==> src/hdl/pcp_pkg.sv <==
// Shared types, codes and constants for the pinhole camera projection unit.
package pcp_pkg;

  localparam int FRAC_BITS_DEF = 16;
  localparam int NUM_W         = 64;   // numerator width into the divider
  localparam int DEN_W         = 31;   // divisor width (focal length or Z)
  localparam int DIV_BITS      = 2;    // quotient bits resolved per divider stage
  localparam int DIV_STAGES    = NUM_W / DIV_BITS;
  localparam int SUM_W         = 66;   // signed quotient plus offset

  // Operation codes
  localparam logic [1:0] OP_PROJ     = 2'd0;
  localparam logic [1:0] OP_PROJ_CHK = 2'd1;
  localparam logic [1:0] OP_UNPROJ   = 2'd2;

  // Status codes
  localparam logic [1:0] ST_OK     = 2'd0;
  localparam logic [1:0] ST_NONPOS = 2'd1;
  localparam logic [1:0] ST_OOB    = 2'd2;
  localparam logic [1:0] ST_SAT    = 2'd3;

  // Register indexes on the configuration port
  localparam logic [2:0] REG_FOCAL_X      = 3'd0;
  localparam logic [2:0] REG_FOCAL_Y      = 3'd1;
  localparam logic [2:0] REG_CENTER_X     = 3'd2;
  localparam logic [2:0] REG_CENTER_Y     = 3'd3;
  localparam logic [2:0] REG_IMAGE_WIDTH  = 3'd4;
  localparam logic [2:0] REG_IMAGE_HEIGHT = 3'd5;

  // Reset values
  localparam logic [30:0]        RST_FOCAL_X  = 31'd34406400;
  localparam logic [30:0]        RST_FOCAL_Y  = 31'd34406400;
  localparam logic signed [31:0] RST_CENTER_X = 32'sd20938752;
  localparam logic signed [31:0] RST_CENTER_Y = 32'sd15695872;
  localparam logic [15:0]        RST_WIDTH    = 16'd640;
  localparam logic [15:0]        RST_HEIGHT   = 16'd480;

  typedef struct packed {
    logic [1:0]         op;
    logic signed [31:0] point_x;
    logic signed [31:0] point_y;
    logic signed [31:0] point_z;
    logic signed [31:0] pixel_u;
    logic signed [31:0] pixel_v;
    logic signed [31:0] depth;
  } pcp_in_t;

  typedef struct packed {
    logic signed [31:0] out_x;
    logic signed [31:0] out_y;
    logic signed [31:0] out_z;
    logic [1:0]         status;
  } pcp_out_t;

  typedef struct packed {
    logic [30:0]        focal_x;
    logic [30:0]        focal_y;
    logic signed [31:0] center_x;
    logic signed [31:0] center_y;
    logic [15:0]        image_width;
    logic [15:0]        image_height;
  } pcp_cfg_t;

  // Control that rides alongside the divider pipeline
  typedef struct packed {
    logic               vld;
    logic [1:0]         op;
    logic               bad;     // Z or depth not positive
    logic               neg_x;
    logic               neg_y;
    logic               zero_x;  // numerator is zero
    logic               zero_y;
    logic signed [31:0] depth;
  } pcp_side_t;

endpackage

==> src/hdl/pcp_back.sv <==
// Sign, offset, bounds check and saturation after the dividers.
module pcp_back #(
  parameter int FRAC_BITS = pcp_pkg::FRAC_BITS_DEF
) (
  input  logic                      clk,
  input  logic                      rst,
  input  pcp_pkg::pcp_side_t        side,
  input  logic [pcp_pkg::NUM_W-1:0] quot_x,
  input  logic [pcp_pkg::NUM_W-1:0] quot_y,
  input  pcp_pkg::pcp_cfg_t         cfg,
  output logic                      res_vld,
  output pcp_pkg::pcp_out_t         res
);

  localparam int SW = pcp_pkg::SUM_W;
  localparam logic signed [31:0] MINUS_ONE = {{(32 - FRAC_BITS){1'b1}}, {FRAC_BITS{1'b0}}};
  localparam logic signed [SW-1:0] MAX32 = SW'(64'sh7FFFFFFF);
  localparam logic signed [SW-1:0] MIN32 = -SW'(64'sh80000000);

  pcp_pkg::pcp_side_t    b1_side;
  logic signed [SW-1:0]  b1_u, b1_v;
  logic signed [SW-1:0]  qs_x, qs_y, off_x, off_y;

  // stage 1: apply sign and add the principal point for projections
  always_comb begin
    qs_x = side.zero_x ? '0 : {2'b00, quot_x};
    qs_y = side.zero_y ? '0 : {2'b00, quot_y};
    if (side.neg_x) qs_x = -qs_x;
    if (side.neg_y) qs_y = -qs_y;
    off_x = '0;
    off_y = '0;
    if (side.op != pcp_pkg::OP_UNPROJ) begin
      off_x = SW'(cfg.center_x);
      off_y = SW'(cfg.center_y);
    end
  end

  always_ff @(posedge clk) begin
    if (rst) begin
      b1_side <= '0;
    end else begin
      b1_side <= side;
    end
    b1_u <= qs_x + off_x;
    b1_v <= qs_y + off_y;
  end

  // stage 2: checks and result word
  logic signed [SW-1:0] lim_u, lim_v;
  logic                 oob, sat_u, sat_v;
  logic signed [31:0]   cl_u, cl_v;
  pcp_pkg::pcp_out_t    r_next;

  always_comb begin
    lim_u = SW'({cfg.image_width, {FRAC_BITS{1'b0}}});
    lim_v = SW'({cfg.image_height, {FRAC_BITS{1'b0}}});
    oob   = b1_u[SW-1] || (b1_u >= lim_u) || b1_v[SW-1] || (b1_v >= lim_v);
    sat_u = (b1_u > MAX32) || (b1_u < MIN32);
    sat_v = (b1_v > MAX32) || (b1_v < MIN32);
    cl_u  = (b1_u > MAX32) ? 32'sh7FFFFFFF : (b1_u < MIN32) ? 32'sh80000000 : b1_u[31:0];
    cl_v  = (b1_v > MAX32) ? 32'sh7FFFFFFF : (b1_v < MIN32) ? 32'sh80000000 : b1_v[31:0];
    r_next = '0;
    case (b1_side.op)
      pcp_pkg::OP_PROJ, pcp_pkg::OP_PROJ_CHK: begin
        if (b1_side.bad) begin
          r_next.status = pcp_pkg::ST_NONPOS;
          if (b1_side.op == pcp_pkg::OP_PROJ_CHK) begin
            r_next.out_x = MINUS_ONE;
            r_next.out_y = MINUS_ONE;
          end
        end else if (b1_side.op == pcp_pkg::OP_PROJ_CHK && oob) begin
          r_next.out_x  = MINUS_ONE;
          r_next.out_y  = MINUS_ONE;
          r_next.status = pcp_pkg::ST_OOB;
        end else begin
          r_next.out_x  = cl_u;
          r_next.out_y  = cl_v;
          r_next.status = (sat_u || sat_v) ? pcp_pkg::ST_SAT : pcp_pkg::ST_OK;
        end
      end
      pcp_pkg::OP_UNPROJ: begin
        if (b1_side.bad) begin
          r_next.status = pcp_pkg::ST_NONPOS;
        end else begin
          r_next.out_x  = cl_u;
          r_next.out_y  = cl_v;
          r_next.out_z  = b1_side.depth;
          r_next.status = (sat_u || sat_v) ? pcp_pkg::ST_SAT : pcp_pkg::ST_OK;
        end
      end
      default: r_next = '0;
    endcase
  end

  always_ff @(posedge clk) begin
    if (rst) begin
      res_vld <= 1'b0;
    end else begin
      res_vld <= b1_side.vld;
    end
    res <= r_next;
  end

endmodule

==> config.mk <==
export PLATFORM = sky130hd
export DESIGN_NAME = pcp_back
export DESIGN_NICKNAME = d
export VERILOG_FILES = /design/src/hdl/pcp_pkg.sv /design/src/hdl/pcp_back.sv
export SDC_FILE = /design/constraint.sdc
export NUM_CORES = 1
export LEC_CHECK = 0
export BUFFER_PORTS_ARGS = -buffer_cell sky130_fd_sc_hd__buf_2
export CORE_MARGIN = 4
export CORE_UTILIZATION = 55
export DETAILED_ROUTE_END_ITERATION = 6
export PLACE_DENSITY_LB_ADDON = 0.3
export REMOVE_ABC_BUFFERS = 1
export SKIP_CTS_REPAIR_TIMING = 1
export SLEW_MARGIN = 5
export SYNTH_ARGS = -nofsm -noshare
export SYNTH_HDL_FRONTEND = slang
export SYNTH_SLANG_ARGS = --single-unit
==> constraint.sdc <==
create_clock -name clk -period 16.7 [get_ports clk]
set_input_delay 2.505 -clock clk [delete_from_list [all_inputs] [get_ports clk]]
set_output_delay 2.505 -clock clk [all_outputs]
set_load 0.1 [all_outputs]
After elaboration in Yosys (flattened, before gate mapping):

Index checks and enable logic that the tools add are counted.
W data, S select, Z words.

* $add $sub $neg: 4
* reductions and logical operators: 10
* div/mod/pow operators: 0
* muxes and demuxes: 20
* bitwise gates (word level): 1
* magnitude comparators: 6
* eq/ne operators: 3
* shifts and indexed selects: 0
* multipliers: 0

Operator list (count)
* $mux W64: 5
* $mux W66: 4
* $add A66 B66 Y66: 2
* $ge A66 B33 Y1: 2
* $gt A66 B32 Y1 const B: 2
* $lt A66 B32 Y1 const B: 2
* $neg A64 Y66: 2
* $mux W32: 4
* $pmux W64 S2: 1
* $mux W96: 1
* $mux W2: 4
* $logic_or A1 B1 Y1: 6
* $pmux W2 S2: 1
* $reduce_or A2 Y1: 2
* $eq A2 B1 Y1 const B: 1
* $eq A2 B2 Y1 const B: 1
* $logic_not A2 Y1: 1
* $ne A2 B2 Y1 const B: 1
* $logic_and A1 B1 Y1: 1
* $not A1 Y1: 1

* logic and storage cells: 55
* memory bits (read-only): 0
* memories kept: 0
* register bits after elaboration: 267
* output and inout bits: 99
* bits in latches: 0
* RAM bits: 0
* bits of input ports: 328

Longest topological paths before layout:

* word-level depth: 8
* depth in mapped cells: 28

Worst setup path before layout:

OpenSTA, ideal clock, no wires.

* path kind: input-to-reg
* start point: input port side[33] (netlist name)
* end point: register b1_u[65]
* stages on the path: 28
* data arrival time: 7.593 ns
* library setup time: 0.073 ns
* path slack: 9.035 ns
* path through: clkbuf_1 > inv_1 > clkbuf_1 > nand2_1 > ha_1 > clkbuf_1 > or3b_1 > clkbuf_1 > nor4_1 > o21a_1 > o21ai_1 > nor2_2 > o211ai_1 > o21bai_1 > o211a_1 > nor3_1 > ha_1 > clkbuf_1 > a21o_1 > a21o_1 > a21oi_1 > nor2b_1 > o21ai_0 > nand2b_1 > a221o_1 > a31o_2 > a21oi_1 > xnor2_1

* longest elaborated chain between the ends: 4

Ends and longest elaborated chain
* start, declared: RTL line pcp_back.sv:7 `input pcp_pkg::pcp_side_t side,`
* $mux W64 *: RTL line pcp_back.sv:26 `qs_x = side.zero_x ? '0 : {2'b00, quot_x};`
* $neg A64 Y66: RTL line pcp_back.sv:28 `if (side.neg_x) qs_x = -qs_x;`
* $mux W66 *: RTL line pcp_back.sv:28
* $add A66 B66 Y66 *: RTL line pcp_back.sv:44 `b1_u <= qs_x + off_x;`
* end signal, assigned: RTL line pcp_back.sv:44
* end, declared: RTL line pcp_back.sv:21 `logic signed [SW-1:0] b1_u, b1_v;`

Mark *: on every way between the ends. The rest lies on a longest branch, timed or not.
A chain may end at the register's enable or synchronous reset.

Worst setup path in the final report:

* start point: input port side[33] (netlist name)
* end point: register b1_u[51]

The elaborated chain is that of the path after synthesis.

==> results.txt <==
# IOs - 427
Crit-path cells - buf_2 -> buf_4 -> inv_1 -> buf_4 -> nand2_1 -> ha_1 -> or3b_1 -> nor4_1 -> and3_1 -> o21ai_0 -> o311a_1 -> a2111oi_0 -> ha_1 -> nand4_1 -> or3_1 -> o221a_2 -> o31a_1 -> o21ai_0 -> nor2b_1 -> a31oi_1 -> o21ai_0 -> xor2_1
Critical path depth - 22
Yosys warns - 0
Pwr Total - 2590 µW
Slew Viols, Final - 0
FF-to-FF Start - b1_v[23]$_DFF_P_
Vias in the first global route - 18700
VDD IR max - 0.242 mV
Post-Syn Area per Cell - 7.73 µm²
Placement Cell Area - 21700 µm²
PnR worst setup slack - 8.09 ns
Fmax - 116 MHz
Leak Pwr - 0.0104 µW
Worst Tran Pin Value - 1.14 ns
Yosys cell types - 75
RePlAce Congestion - 0.965
Clk pin slew, worst setup/hold paths - 0.06 ns
Period utilization - 0.516
Post-synth EDFFs - 0
CTS H-tree lvls - 1
CP delay by family, top - compound AO/OA/AOI/OAI gates
Avg WL per Cell - 18.7 µm
Min-delay src - b1_side[5]$_SDFF_PP0_
Cell taking the most area after synthesis - dfxtp_1
DRC viols - 0
Chip Height - 197 µm
#FFs+latches synth - 267
Routed Antenna Nets - 0
Largest net degree at the start of global routing - 84
Slowest CP cell - buf_4
Clock Latency Late Sink - 0.54 ns
CP peak stage delay - 0.62 ns
Synth Cell Area - 19600 µm²
Max-capacitance violation count - 0
CTS root buf - clkbuf_16
DIE WIDTH - 197 µm
GR Overflow Total - 0
CP max FO - 83
RSZ-0062 raised after global routing - false
Net Sw Power - 1090 µW
Pwr dens - 114 nW/µm²
Final Skew - 0.0140 ns
Sw frac - 0.423
Flop pwr share - 0.334
Post-route design area - 22600 µm²
Hold Path Class - register to register
Post-Syn Instances - 2532
Reg-to-Reg End - res[89]$_DFF_P_
Most used cell, CP - o21ai_0
Required @ worst endpoint - 17.17 ns
Drt initial violations - 1492
Type of origin of the critical path - input port
First-pass GRT wire length - 97000 µm
Outcome - completed
Core area - 34800 µm²
Via Count - 19700
Worst setup path class - input port to register
CTS tree - built
CP bufs+invs - 4
Top FF cell, synth - dfxtp_1
Crit end category - register
Net total in the final layout - 3314
Initial antenna violation count - 3
Share of total power in combinational logic - 0.417
Hpwl dp - 49500 µm
Max_slew headroom - 0.241
Clk buf depth - 3
CTS Buf Count - 26
Routed Wire Length - 61800 µm
Die footprint - 38700 µm²
Overall routing resource usage - 0.300
Final setup fails - 0
Pre-antenna DRT Iters - 6
Area growth syn-to-layout - 15.5%
Top post-synthesis cells by count - nor2_1 (269), dfxtp_1 (267), a21oi_1 (207)
Async set-reset flop share out of synthesis - 0
Internal - 1490 µW
Fin. Hold Viols - 0
Hold path cells - 1
Top cells by area, synth - dfxtp_1 (27%), ha_1 (10%), a21oi_1 (5.3%)
Layout cells sized above 1 - 0.162
Dpl ws - 7.73 ns
Initial Util - 0.563
Placement Rows - 68
Setup TNS - 0 ns
Number of I/O port buffers - 364
Worst hold endpoint - res[7]$_SDFF_PP0_
Via density - 5.96
Reg2reg setup slack - 13.32 ns
Top-count cell post-synth - nor2_1
Period minus WS final - 8.61 ns
Worst reg-to-reg path cell count - 11
CP Data Arrival Time - 9.08 ns
Clock share of power - 0.249
Clock Sinks - 267
Register area share after synthesis - 0.273
Share of the synthesized area in the top cell type - 0.273
## cell usage in the layout (no fill, tap or decap), types with 7 or more instances in the layout
cell type / synthesis / final
a21o_1: 86 / 86
nor2b_1: 97 / 97
and3_1: 19 / 19
xnor2_1: 113 / 113
clkbuf_16: 0 / 27
buf_4: 0 / 16
o31ai_1: 39 / 39
and4_1: 8 / 8
o21ai_0: 159 / 158
o211ai_1: 9 / 9
a2111oi_0: 8 / 8
o21bai_1: 23 / 23
a31oi_1: 29 / 29
ha_1: 164 / 164
dfxtp_1: 267 / 267
buf_2: 1 / 364
nand2b_1: 23 / 22
o31a_1: 9 / 9
inv_1: 84 / 84
and2_1: 109 / 109
o311a_1: 7 / 7
o41ai_1: 11 / 11
a21oi_1: 207 / 205
nor2_1: 269 / 269
nand2_1: 182 / 182
nand3_1: 31 / 31
nand4_1: 61 / 61
mux2i_1: 17 / 17
or4_1: 21 / 21
or3_1: 21 / 21
xor2_1: 87 / 87
nor3_1: 65 / 65
o21a_1: 19 / 19
nor4_1: 43 / 43
or2_2: 8 / 8
a211oi_1: 22 / 22
## metrics by stage
step	cells	hold slack, ns	utilization
finish	3297	0.428	0.650
global placement	3247	0.408	0.622
floorplan	2412	0.406	-
global route	3297	0.442	0.650
CTS	3294	0.431	0.650
detailed placement	3247	0.417	0.622
## flip-flops by register name (all words and copies together) (netlist names)
signal / count
b1_side: 36
b1_u: 66
b1_v: 66
res: 98
res_vld: 1
## cells by family after synthesis
family	after synthesis	share of synthesized area
flops	267	0.273
fa+ha+maj	166	0.107
xor+xnor	200	0.0895
buf+inv	204	0.0392
mux	17	0.00869
simple gates	985	0.258
compound gates	693	0.225
## power by group through the flow
stage	Clock (µW)	Sequential [µW]	Combinational, µW
after floorplan	0	1140	506
after global placement	0	872	1050
after detailed placement	0	877	1060
after CTS	651	864	1070
after global routing	674	879	1160
final	644	864	1080
## worst max path at each step
stage / start / to
after global routing: side[33] / b1_u[65]$_DFF_P_
after detailed placement: side[33] / b1_u[65]$_DFF_P_
after CTS: side[33] / b1_u[65]$_DFF_P_
after global placement: side[33] / b1_u[65]$_DFF_P_
after floorplan: quot_y[16] / b1_v[56]$_DFF_P_
final: side[33] / b1_u[51]$_DFF_P_
## area by class of cell
cell class	instances	area, µm²
Antenna cell	3	7.51
Tap cell	455	569
Sequential cell	267	5350
Fill cell	3091	12200
Clock inverter	15	219
Multi-Input combinational cell	2061	13500
Timing Repair Buffer	380	1940
Clock buffer	32	734
Inverter	84	315
## layer usage
layer	part of all wire	GRT usage	vias up
met5	0	0	-
met4	0.041	0.119	0
met3	0.068	0.0379	148
met2	0.47	0.513	740
met1	0.42	0.388	9126
li1	-	-	9645
(Power assumes the default switching activity.)
